<file path="src/hw/rtl/pcpf_pkg.sv">
package pcpf_pkg;

    // Input sample width and sine table size.
    localparam int ADC_BITS          = 12;
    localparam int SINE_TABLE_POINTS = 1024;
    localparam int SINE_BITS         = $clog2(SINE_TABLE_POINTS);

    // Offset registers are fixed at 12 bits; the difference must hold either width.
    localparam int OFFSET_BITS = 12;
    localparam int DIFF_W      = ((ADC_BITS > OFFSET_BITS) ? ADC_BITS : OFFSET_BITS) + 1;

    // Shared multiplier operand and accumulator widths.
    localparam int MUL_A_W = 28;
    localparam int MUL_B_W = 26;
    localparam int ACC_W   = 56;
    localparam int VAL_W   = 24;

    localparam int POLY_A        = 51472;
    localparam int POLY_B        = 21024;
    localparam int POLY_C        = 2320;
    localparam int INV_SQRT3_Q16 = 37837;
    // floor(2^26 / 3), used to divide by three with one correction step.
    localparam int RECIP3        = 22369621;
    localparam int RECIP3_SHIFT  = 26;

    localparam logic signed [VAL_W-1:0] VAL_MAX = {1'b0, {(VAL_W-1){1'b1}}};
    localparam logic signed [VAL_W-1:0] VAL_MIN = {1'b1, {(VAL_W-1){1'b0}}};

    typedef logic signed [VAL_W-1:0] val_t;

    typedef enum logic [2:0] {
        CFG_GAIN      = 3'd0,
        CFG_OFFSET_A  = 3'd1,
        CFG_OFFSET_B  = 3'd2,
        CFG_OFFSET_C  = 3'd3,
        CFG_SHUNT     = 3'd4,
        CFG_SMOOTHING = 3'd5
    } cfg_idx_t;

    typedef struct packed {
        logic [23:0]            current_gain;
        logic [OFFSET_BITS-1:0] offset_a;
        logic [OFFSET_BITS-1:0] offset_b;
        logic [OFFSET_BITS-1:0] offset_c;
        logic                   three_shunt;
        logic [15:0]            smoothing;
    } cfg_t;

    // Control of one multiply-accumulate request.
    typedef struct packed {
        logic        en;
        logic        keep;
        logic [15:0] rnd;
    } mac_op_t;

    function automatic val_t sat24(input logic signed [ACC_W-1:0] v);
        if (v > ACC_W'(VAL_MAX))
        begin
            return VAL_MAX;
        end
        else if (v < ACC_W'(VAL_MIN))
        begin
            return VAL_MIN;
        end
        return v[VAL_W-1:0];
    endfunction

endpackage

</file>
<file path="src/hw/rtl/pcpf_mac.sv">
module pcpf_mac (
    input  logic                                  clk,
    input  pcpf_pkg::mac_op_t                     op,
    input  logic signed [pcpf_pkg::MUL_A_W-1:0]   a,
    input  logic signed [pcpf_pkg::MUL_B_W-1:0]   b,
    output logic signed [pcpf_pkg::ACC_W-1:0]     acc
);
    import pcpf_pkg::*;

    logic signed [ACC_W-1:0] acc_reg;
    logic signed [ACC_W-1:0] acc_next;
    logic signed [ACC_W-1:0] base;

    // A fresh request starts from the rounding constant, a kept one adds on.
    always_comb
    begin
        base     = op.keep ? acc_reg : ACC_W'(signed'({1'b0, op.rnd}));
        acc_next = base + ACC_W'(a * b);
    end

    always_ff @(posedge clk)
    begin
        if (op.en)
        begin
            acc_reg <= acc_next;
        end
    end

    assign acc = acc_reg;

endmodule

</file>
<file path="config.mk">
export PLATFORM = sky130hd
export DESIGN_NAME = pcpf_mac
export DESIGN_NICKNAME = d
export VERILOG_FILES = /design/src/hw/rtl/pcpf_pkg.sv /design/src/hw/rtl/pcpf_mac.sv
export SDC_FILE = /design/constraint.sdc
export NUM_CORES = 2
export LEC_CHECK = 0
export BUFFER_PORTS_ARGS = -buffer_cell sky130_fd_sc_hd__buf_4
export CAP_MARGIN = 20
export CORE_AREA = 2 2 268 270
export DETAILED_ROUTE_END_ITERATION = 10
export DIE_AREA = 0 0 270 272
export GPL_ROUTABILITY_DRIVEN = 0
export PLACE_DENSITY_LB_ADDON = 0.12
export SYNTH_ARGS = -nofsm -noshare
export SYNTH_HDL_FRONTEND = slang
export SYNTH_SLANG_ARGS = --single-unit
</file>
<file path="constraint.sdc">
create_clock -name clk -period 14.4 [get_ports clk]
set_clock_uncertainty 0.15 [all_clocks]
set_input_delay 3.6 -clock clk [delete_from_list [all_inputs] [get_ports clk]]
set_output_delay 3.6 -clock clk [all_outputs]
set_load 0.005 [all_outputs]
</file>
## After elaboration in Yosys (flattened, before gate mapping)

Index checks and enable logic that the tools add are counted.

| word-level totals | value |
|---|---|
| bits in registers | 56 |
| bits of input ports | 73 |
| logic and storage cells | 4 |

| cells by class | value |
|---|---|
| $add $sub $neg | 1 |
| $mul | 1 |
| multiplexer cells | 1 |

Operators by type and width:

| cell | count |
|---|---|
| $add 56x54->56 | 1 |
| $mux 56 | 1 |
| $mul 28x26->54 | 1 |

## Longest topological paths before layout

| logic depth | value |
|---|---|
| word-level depth | 2 |
| gate-level depth with buffers | 28 |
| gate-level depth less buffers | 25 |

## Worst setup path before layout

No wires, ideal clock.

| path | value |
|---|---|
| kind | input port to flip-flop |
| start | input a[27] (netlist name) |
| end | register acc_reg[43] (netlist: acc[43]), data pin |
| cell stages on the path | 27 |
| slack | 3.223 ns |
| required time | 14.092 ns |
| setup time | 0.158 ns |
| arrival time | 10.869 ns |
| path through | clkbuf_1 clkbuf_1 nand2_1 fa_1 inv_1 fa_1 inv_1 fa_1 inv_1 ha_1 inv_1 fa_1 inv_1 fa_1 inv_1 fa_1 inv_1 ha_1 nand2_1 or4_1 nor2_1 o2111a_1 o31ai_1 o211ai_1 nand2_1 or3_1 o211ai_1 |

| on the way | value |
|---|---|
| longest elaborated chain between the ends | 2 |

Ends and longest elaborated chain:

| item | line | RTL |
|---|---|---|
| from (decl) | pcpf_mac.sv:4 | `input logic signed [pcpf_pkg::MUL_A_W-1:0] a,` |
| $mul 28x26->54 | pcpf_mac.sv:18 | `acc_next = base + ACC_W'(a * b);` |
| $add 56x54->56 | pcpf_mac.sv:18 |  |
| named net acc_next[43] | pcpf_mac.sv:11 | `logic signed [ACC_W-1:0] acc_next;` |
| to (signal assigned) | pcpf_mac.sv:25 | `acc_reg <= acc_next;` |
| to (decl) | pcpf_mac.sv:10 | `logic signed [ACC_W-1:0] acc_reg;` |

The timed path passes the listed nets, and every way through them passes these cells.
A chain may end at the register's enable or synchronous reset.

## Worst setup path after layout

| path | value |
|---|---|
| start | input op[16] (netlist name) |
| end | register acc_reg[43] (netlist: acc[43]), data pin |

| on the way | value |
|---|---|
| longest elaborated chain between the ends | 2 |

Ends and longest elaborated chain:

| item | line | RTL |
|---|---|---|
| from (decl) | pcpf_mac.sv:3 | `input pcpf_pkg::mac_op_t op,` |
| $mux 56 | pcpf_mac.sv:17 | `base = op.keep ? acc_reg : ACC_W'(signed'({1'b0, op.rnd}));` |
| $add 56x54->56 | pcpf_mac.sv:18 |  |
| named net acc_next[43] | pcpf_mac.sv:11 |  |

The timed path passes the listed nets, and every way through them passes these cells.

==> flow_summary.toml <==
[sta]
setup_viol = 0
post-route-period-util_pct = 77.4
rsz0062_at_grt = "false"
fmax_mhz = 89.7
final.min_clock_period_ns = 11.15
finalHoldViolCount = 0
slew_violations = 0
tns_ns = 0
worstMarginPinSlew_ns = 0.985
relSlewSlack_pct = 34.3

[cells_and_area]
fill_cells = 6876
final_common_cell = "inv_1"
final_util_pct = 47.0
regArea_um2 = 1680
largest_register_ffs = 56
drive_gt1_share_pct = 4.66
multi_input_area_um2 = 25500
layout_common_cells = "inv_1 (977), fa_1 (865), nand2_1 (449)"
nets = 4444
areaGrowthSynthToFinish_pct = 5.88
design_area_um2 = 33300

[floorplan]
io_pins = 129
num_rows = 98
core_area_um2 = 70800
initial_core_util_pct = 44.4
die_y_um = 272
die_area_um2 = 73400
die_x_um = 270

[job]
cap_viol_max_count = 0

[critical_path]
reg2reg_to = "acc[45]$_DFFE_PP_"
crit_required_ns = 14.42
reg2reg_setup_slack_ns = 6.84
crit_start = "op[16]"
end_kind = "flip-flop"
arrival_ns = 11.17
cp-endpoint = "acc[43]$_DFFE_PP_"
path_max_fanout = 29
timing.rr.start = "acc[20]$_DFFE_PP_"
crit_type = "primary input to flip-flop"
worstRegToRegCells = 23
critPathLaunchType = "primary input"

[synthesis]
synth_area_leaders = "fa_1 (55%), inv_1 (12%), ha_1 (7.2%)"
yosysTopAreaCell = "fa_1"
synth_edf_count = 56
postSynthCellCount = 3328
avgSynthCellArea_um2 = 9.44
synth_cell_type_count = 54
async_reset_ff_share_pct = 0
ys_seq_area_share_pct = 5.35
syn_nets = 4446
ys.flop_type = "edfxtp_1"
yosys_warnings = 0
syn_area_um2 = 31400
yosysTopAreaCellShare_pct = 55.1
synth-seq-cells = 56

[cts]
numCtsBuffers = 5
cts_sinks = 56
cts-hold-fix-buffers = 0
cts_tree = "yes"
cts_htree_levels = 2
clock_latency_ns = 0.33
postCtsSetupBuffers = 0
clkTransAtPathRegs_ns = 0.09
clockBufferDepth = 2
cts_resized = 0
root_buffer = "clkbuf_16"

[min_path]
min_path_type = "flip-flop to flip-flop"
hold_depth = 2

[placed_design]
dpl.hpwl_mm = 74.7
placedInstanceArea_um2 = 33100
io_buffers = 128

[global_route]
grt_overflow = 0
grt_max_degree = 57
antenna_found_initial = 5
grtUsageTotal_pct = 26.7
grt_pass1_vias = 25300
grt_pass1_wl_mm = 149

[drt]
vias_per_cell = 5.11
drt_iter0_drc = 1230
num_vias = 21900
drcViolationCount = 0
wl_mm = 92.7
wl_per_cell_um = 21.7
ant_nets = 0
drt_first_pass_iters = 5

[status]
outcome = "finished, final reports clean"
metrics by stage:
stage / setup WS, ns / hold slack, ns / cells
global route: 3.02 / 0.565 / 4278
global placement: 3.02 / 0.525 / 4268
detailed placement: 2.91 / 0.529 / 4268
floorplan: 3.22 / 0.535 / 3328
CTS: 3.25 / 0.549 / 4276
finish: 3.25 / 0.551 / 4279
critical path, cell delays in order:
cell,delay [ns]
buf_4,0.42
buf_4,0.43
nand2_1,0.13
fa_1,0.56
inv_1,0.06
fa_1,0.50
inv_1,0.06
fa_1,0.50
inv_1,0.04
ha_1,0.27
inv_1,0.05
fa_1,0.49
inv_1,0.05
fa_1,0.53
inv_1,0.05
fa_1,0.51
inv_1,0.06
ha_1,0.41
nand3_1,0.17
or4_1,0.59
nor2_1,0.16
o2111a_1,0.40
o31ai_1,0.22
o211ai_1,0.29
nand2_1,0.14
or3_1,0.33
o211ai_1,0.10
cells in the mapped netlist, types with 24 or more instances:
cell	count
xnor2_1	46
ha_1	180
inv_1	977
clkbuf_1	135
nor2_1	58
edfxtp_1	56
a21o_1	24
o21ai_0	26
and2_1	323
nand2_1	450
a21oi_1	44
fa_1	865
worst min path at each step:
stage	end	start
after floorplan	acc[0]$_DFFE_PP_	acc[0]$_DFFE_PP_
after global placement	acc[0]$_DFFE_PP_	acc[0]$_DFFE_PP_
after detailed placement	acc[0]$_DFFE_PP_	acc[0]$_DFFE_PP_
after CTS	acc[0]$_DFFE_PP_	acc[0]$_DFFE_PP_
after global routing	acc[0]$_DFFE_PP_	acc[0]$_DFFE_PP_
final	acc[0]$_DFFE_PP_	acc[0]$_DFFE_PP_
routing by layer:
metal	track usage [%]	vias to the layer above	wire length [um]
met5	0	-	0
met4	9.75	0	4020
met3	2.09	172	3740
met2	48.2	653	48300
met1	33.8	11700	36700
li1	-	9375	-
area by class of cell:
type | count | share of cell area, %
clock buffers | 5 | 0.376
multi-input cells | 2153 | 76.8
flip-flops and latches | 56 | 5.06
clock inverters | 3 | 0.128
inverters | 977 | 11.0
diodes | 2 | 0.0150
repair buffers | 133 | 3.06
well taps | 950 | 3.57
cell families (layout without fill, tap and decap cells):
logic type	count (synthesis)	after routing	synth area share, %
fa+ha+maj	1045	1045	62.3
buf+inv	1119	1118	13.4
compound gates	157	157	3.45
mux	16	16	0.514
other cells	0	2	0
simple gates	875	875	13.3
xor+xnor	60	60	1.67
flops	56	56	5.35
Power is not shown: default switching activity piles up to over one toggle a cycle in this logic, so the estimate is an artifact.
