$ cat src/hw/rtl/pcpf_pkg.sv
package pcpf_pkg;

    // Input sample width and sine table size.
    localparam int ADC_BITS          = 12;
    localparam int SINE_TABLE_POINTS = 1024;
    localparam int SINE_BITS         = $clog2(SINE_TABLE_POINTS);

    // Offset registers are fixed at 12 bits; the difference must hold either width.
    localparam int OFFSET_BITS = 12;
    localparam int DIFF_W      = ((ADC_BITS > OFFSET_BITS) ? ADC_BITS : OFFSET_BITS) + 1;

    // Shared multiplier operand and accumulator widths.
    localparam int MUL_A_W = 28;
    localparam int MUL_B_W = 26;
    localparam int ACC_W   = 56;
    localparam int VAL_W   = 24;

    localparam int POLY_A        = 51472;
    localparam int POLY_B        = 21024;
    localparam int POLY_C        = 2320;
    localparam int INV_SQRT3_Q16 = 37837;
    // floor(2^26 / 3), used to divide by three with one correction step.
    localparam int RECIP3        = 22369621;
    localparam int RECIP3_SHIFT  = 26;

    localparam logic signed [VAL_W-1:0] VAL_MAX = {1'b0, {(VAL_W-1){1'b1}}};
    localparam logic signed [VAL_W-1:0] VAL_MIN = {1'b1, {(VAL_W-1){1'b0}}};

    typedef logic signed [VAL_W-1:0] val_t;

    typedef enum logic [2:0] {
        CFG_GAIN      = 3'd0,
        CFG_OFFSET_A  = 3'd1,
        CFG_OFFSET_B  = 3'd2,
        CFG_OFFSET_C  = 3'd3,
        CFG_SHUNT     = 3'd4,
        CFG_SMOOTHING = 3'd5
    } cfg_idx_t;

    typedef struct packed {
        logic [23:0]            current_gain;
        logic [OFFSET_BITS-1:0] offset_a;
        logic [OFFSET_BITS-1:0] offset_b;
        logic [OFFSET_BITS-1:0] offset_c;
        logic                   three_shunt;
        logic [15:0]            smoothing;
    } cfg_t;

    // Control of one multiply-accumulate request.
    typedef struct packed {
        logic        en;
        logic        keep;
        logic [15:0] rnd;
    } mac_op_t;

    function automatic val_t sat24(input logic signed [ACC_W-1:0] v);
        if (v > ACC_W'(VAL_MAX))
        begin
            return VAL_MAX;
        end
        else if (v < ACC_W'(VAL_MIN))
        begin
            return VAL_MIN;
        end
        return v[VAL_W-1:0];
    endfunction

endpackage

$ cat src/hw/rtl/pcpf_cfg.sv
module pcpf_cfg (
    input  logic             clk,
    input  logic             rst_n,
    input  logic             wr_en,
    input  logic [2:0]       wr_index,
    input  logic [23:0]      wr_data,
    output pcpf_pkg::cfg_t   cfg
);
    import pcpf_pkg::*;

    cfg_t cfg_reg;
    cfg_t cfg_next;

    always_comb
    begin
        cfg_next = cfg_reg;
        if (wr_en)
        begin
            case (wr_index)
                CFG_GAIN:      cfg_next.current_gain = wr_data;
                CFG_OFFSET_A:  cfg_next.offset_a     = wr_data[OFFSET_BITS-1:0];
                CFG_OFFSET_B:  cfg_next.offset_b     = wr_data[OFFSET_BITS-1:0];
                CFG_OFFSET_C:  cfg_next.offset_c     = wr_data[OFFSET_BITS-1:0];
                CFG_SHUNT:     cfg_next.three_shunt  = wr_data[0];
                CFG_SMOOTHING: cfg_next.smoothing    = wr_data[15:0];
                default:       cfg_next = cfg_reg;
            endcase
        end
    end

    always_ff @(posedge clk or negedge rst_n)
    begin
        if (!rst_n)
        begin
            cfg_reg.current_gain <= '0;
            cfg_reg.offset_a     <= OFFSET_BITS'(2048);
            cfg_reg.offset_b     <= OFFSET_BITS'(2048);
            cfg_reg.offset_c     <= OFFSET_BITS'(2048);
            cfg_reg.three_shunt  <= 1'b0;
            cfg_reg.smoothing    <= 16'd6554;
        end
        else
        begin
            cfg_reg <= cfg_next;
        end
    end

    assign cfg = cfg_reg;

endmodule

$ cat config.mk
export PLATFORM = sky130hd
export DESIGN_NAME = pcpf_cfg
export DESIGN_NICKNAME = d
export VERILOG_FILES = /design/src/hw/rtl/pcpf_pkg.sv /design/src/hw/rtl/pcpf_cfg.sv
export SDC_FILE = /design/constraint.sdc
export NUM_CORES = 1
export LEC_CHECK = 0
export BUFFER_PORTS_ARGS = -buffer_cell sky130_fd_sc_hd__buf_2
export CORE_ASPECT_RATIO = 0.7
export CORE_MARGIN = 5
export CORE_UTILIZATION = 44
export CTS_CLUSTER_DIAMETER = 100
export CTS_CLUSTER_SIZE = 10
export DETAILED_ROUTE_END_ITERATION = 12
export GPL_TIMING_DRIVEN = 0
export PLACE_DENSITY = 0.8
export SYNTH_ARGS = -nofsm -noshare
export SYNTH_HDL_FRONTEND = slang
export SYNTH_SLANG_ARGS = --single-unit
$ cat constraint.sdc
create_clock -name clk -period 0.8 [get_ports clk]
set_input_delay 0.08 -clock clk [delete_from_list [all_inputs] [get_ports clk]]
set_output_delay 0.08 -clock clk [all_outputs]
set_load 0.005 [all_outputs]
* Word level (Yosys, flattened, before mapping)
Cells that the tools add are included.
** Storage, ports and cells
- Flip-flop bits (word level) :: 77
- Bits in latches :: 0
- Memory bits (writable) :: 0
- Bits in read-only memories :: 0
- Input bits :: 30
- Output and inout port bits :: 77
- Word-level logic and storage cells :: 18
- Memories :: 0
** Operators by class
- Add/subtract/negate cells :: 0
- Multiply operators :: 0
- Div/mod/pow operators :: 0
- Magnitude comparators :: 0
- Equality and inequality tests :: 5
- Shift-type cells :: 0
- Multiplexer cells :: 0
- Bitwise gates (word level) :: 0
- Reductions and logical operators :: 7
** Operator list (number)
- 2-bit AND reduction :: 6
- 3-bit by 2-bit equality test with 1-bit output (second input constant) :: 2
- 3-bit equality test (second input constant) :: 2
- 3-bit by 1-bit equality test with 1-bit output (second input constant) :: 1
- 3-bit zero test :: 1

* Depth between registers and ports, before layout
- Depth in word-level cells :: 2
- Depth in mapped cells :: 3
- Gate-level depth less buffers :: 2

* Least setup slack after synthesis
No wires, ideal clock.
- Path type :: input-to-reg
- Start :: input wr_index[1]
- End :: register cfg_reg (netlist bit cfg[53])
- Setup time :: 0.125 ns
- Arrival time :: 1.022 ns
- Data required time :: 0.675 ns
- Path slack :: -0.346 ns
- Stages on the path :: 3
- Cells stage by stage :: nor4b_4 > buf_6 > mux2_2
** On the way
- Word-level cells in the longest chain between the ends :: 2
** RTL lines
- start, declared :: line pcpf_cfg.sv:5 : input logic [2:0] wr_index,
- 3-bit zero test :: line pcpf_cfg.sv:19 : case (wr_index)
- 2-bit AND reduction (no line)
- end signal, assigned :: line pcpf_cfg.sv:44 : cfg_reg <= cfg_next;
- end, declared :: line pcpf_cfg.sv:11 : cfg_t cfg_reg;
No other way between the ends.
A chain may end at the register's enable or synchronous reset.

* Worst setup path in the final report
- Start :: register cfg_reg (netlist bit cfg[12])
- End :: output cfg[12] (netlist name)
** RTL lines
- end, declared :: line pcpf_cfg.sv:7 : output pcpf_pkg::cfg_t cfg
No word-level cell between the ends.

==> results.yml <==
synth:
  synth-edff-count: 0
  synth_flop_cell: "dfrtp_1"
  syn_inst: 166
  yosysTopAreaCell: "dfrtp_1"
  synth_nets: 196
  synth_area_leaders: "dfrtp_1 57%, mux2_2 29%, dfstp_2 8.9%, buf_6 1.5%, and4bb_2 1.3%"
  ys_ff_latch: 77
  synth_top_area_share_pct: 56.9
  synth.most_common_cell: "mux2_2"
  ys_types: 11
  netlist_area_um2: 2950
  synthTopCellsByCount: "76 x mux2_2, 67 x dfrtp_1, 10 x dfstp_2"
  ys_seq_area_share_pct: 65.8
  synthArstFlopShare_pct: 100
  postSynthAreaPerCell_um2: 17.8
  yosysWarnings: 0
routing:
  viasPerCell: 4.68
  drc_errors: 0
  drt-initial-drc-count: 27
  ant_nets: 0
  totalWireLength_um: 7770
  routedWlPerCell_um: 17.5
  dr_total_vias: 2077
  first_pass_iters: 4
finish:
  fin_util_pct: 72.5
  syn2layout_area_growth_pct: 63.1
  fillCellCount: 445
  largest_reg_flops: 77
  layout-drive-gt1-share_pct: 76.9
  diodes: 0
  final_cells: 444
  fin_area_um2: 4810
  final_nets: 375
clock_network:
  cts_buffers: 9
  cts_root_buffer: "clkbuf_8"
  cts_buffer_depth: 2
  clkLatencyLatePin_ns: 0.34
  clock-sinks: 77
  clkTransAtPathRegs_ns: 0.08
  ctsHoldBuffers: 12
  cts_tree: "built"
  cts.htree.levels: 3
floorplanning:
  initial_core_util_pct: 44.5
  chipWidth_um: 108
  die_y_um: 78.5
  io-pin-count: 107
  rows: 25
  dieArea_um2: 8470
  core-area_um2: 6630
run_status:
  status: "finished, violations left"
  violations: "hold timing, setup timing"
placed_design:
  post-place-ws_ns: -0.735
  place_congestion: 0.708
  dpl_cell_area_um2: 3740
  hpwl_um: 4720
  port_buffers: 106
  placed_cells: 367
global_routing:
  grt_max_degree: 40
  overflow: 0
  grt_pass1_wl_um: 12100
  antenna_found_initial: 0
  grt_pass1_vias: 2239
  track_usage_pct: 19.0
power_and_ir_drop:
  vdd_drop_max_v: 0.00142
  p_leak_uw: 0.00239
  power_density_nw_per_um2: 2580
timing:
  hold-worst-slack_ns: -0.294
  final-setup-viol-count: 127
  finalHoldViolCount: 34
  maxSlewHeadroom_pct: 66.0
  fin_setup_tns_ns: -15.49
  clock.fmax_mhz: 937
  setup_ws_ns: -0.267
  grt_setup_unrepaired: "true"
  period_share_pct: 133
  fin_crit_ns: 1.07
  slew_violations: 0
  worst_slew_pin_slew_ns: 0.511
  fin_skew_ns: 0
setup_path:
  r2r-end: "cfg[71]"
  cpPeakStageDelay_ns: 0.54
  reg2reg_depth: 2
  reg2reg_slack_ns: -0.10
  crit_chain: "buf_2"
  crit_fanout: 2
  arrival_ns: 0.99
  critPathTopFamily: "flip-flops"
  critPathBufInv: 1
  required_ns: 0.72
  worst-setup-path-type: "reg2out"
  worst_setup_path_start_kind: "register"
  critPathSlowestCell: "dfstp_2"
  r2r_start: "cfg[71]"
  end_kind: "output port"
job:
  drv_cap: 0
hold_path:
  hold_class: "in2async"
repair_timing:
| item | 4_1_cts | 5_1_grt |
|---|---|---|
| pin swaps | 3 | 2 |
| setup endpoints to repair | 122 | 132 |
| resized for setup | 55 | 24 |
| hold endpoints to repair | 50 | 34 |
| cloned | 3 | 1 |
| setup buffers | 34 | 13 |
where the power goes:
group          internal (µW)  switching (µW)
combinational           2340            1060
clock                   2330            1370
sequential              4830             498
total                   9510            2930
per-stage QoR:
stage                     hold slack [ns]  total power [µW]
after floorplan                    -0.216              6370
after global placement              0.303              7550
after detailed placement           0.0890              7680
after CTS                          -0.291             12200
after global routing               -0.278             13100
final                              -0.294             12400
how the worst max path moves through the flow:
| stage | start | endpoint | slack [ns] | cells past startpoint |
|---|---|---|---|---|
| global placement | rst_n | cfg[43] | -0.84 | 1 |
| floorplan | wr_index[1] | cfg[53] | -0.35 | 3 |
| finish | cfg[12] | cfg[12] | -0.27 | 1 |
| CTS | cfg[52] | cfg[52] | -0.28 | 1 |
| detailed placement | wr_index[0] | cfg[62] | -0.73 | 4 |
| global route | cfg[40] | cfg[40] | -0.33 | 1 |
logic make-up after synthesis:
family / after synthesis / synth area share (%)
buf+inv: 6 / 1.95
flops: 77 / 65.8
mux: 77 / 29.4
simple gates: 6 / 2.88
layout by cell type (no fill, tap or decap), types with 2 or more instances in the layout:
cell type       n
buf_12          5
buf_8           6
mux2_4         51
buf_2          93
dlygate4sd3_1  12
buf_4          27
clkbuf_8       12
mux2_2         26
dfstp_2        10
buf_6          29
and4bb_2        2
dfrtp_1        67
bufinv_16       3
layer usage:
layer,routed length (µm),vias up,GRT usage (%)
li1,-,955,-
met1,3350,1047,23.4
met2,3740,67,31.0
met3,588,8,7.48
met4,96,0,6.05
met5,0,-,0
area by class of cell:
cell class	instances	area [µm²]	area share [%]
Sequential cell	77	1940	40.3
Timing Repair Buffer	168	1240	25.7
Multi-Input combinational cell	83	1160	24.0
Clock buffer	13	169	3.51
Tap cell	94	118	2.45
Buffer	6	100	2.08
Clock inverter	3	90.1	1.87
No activity file was read; power rests on OpenSTA's default activity.
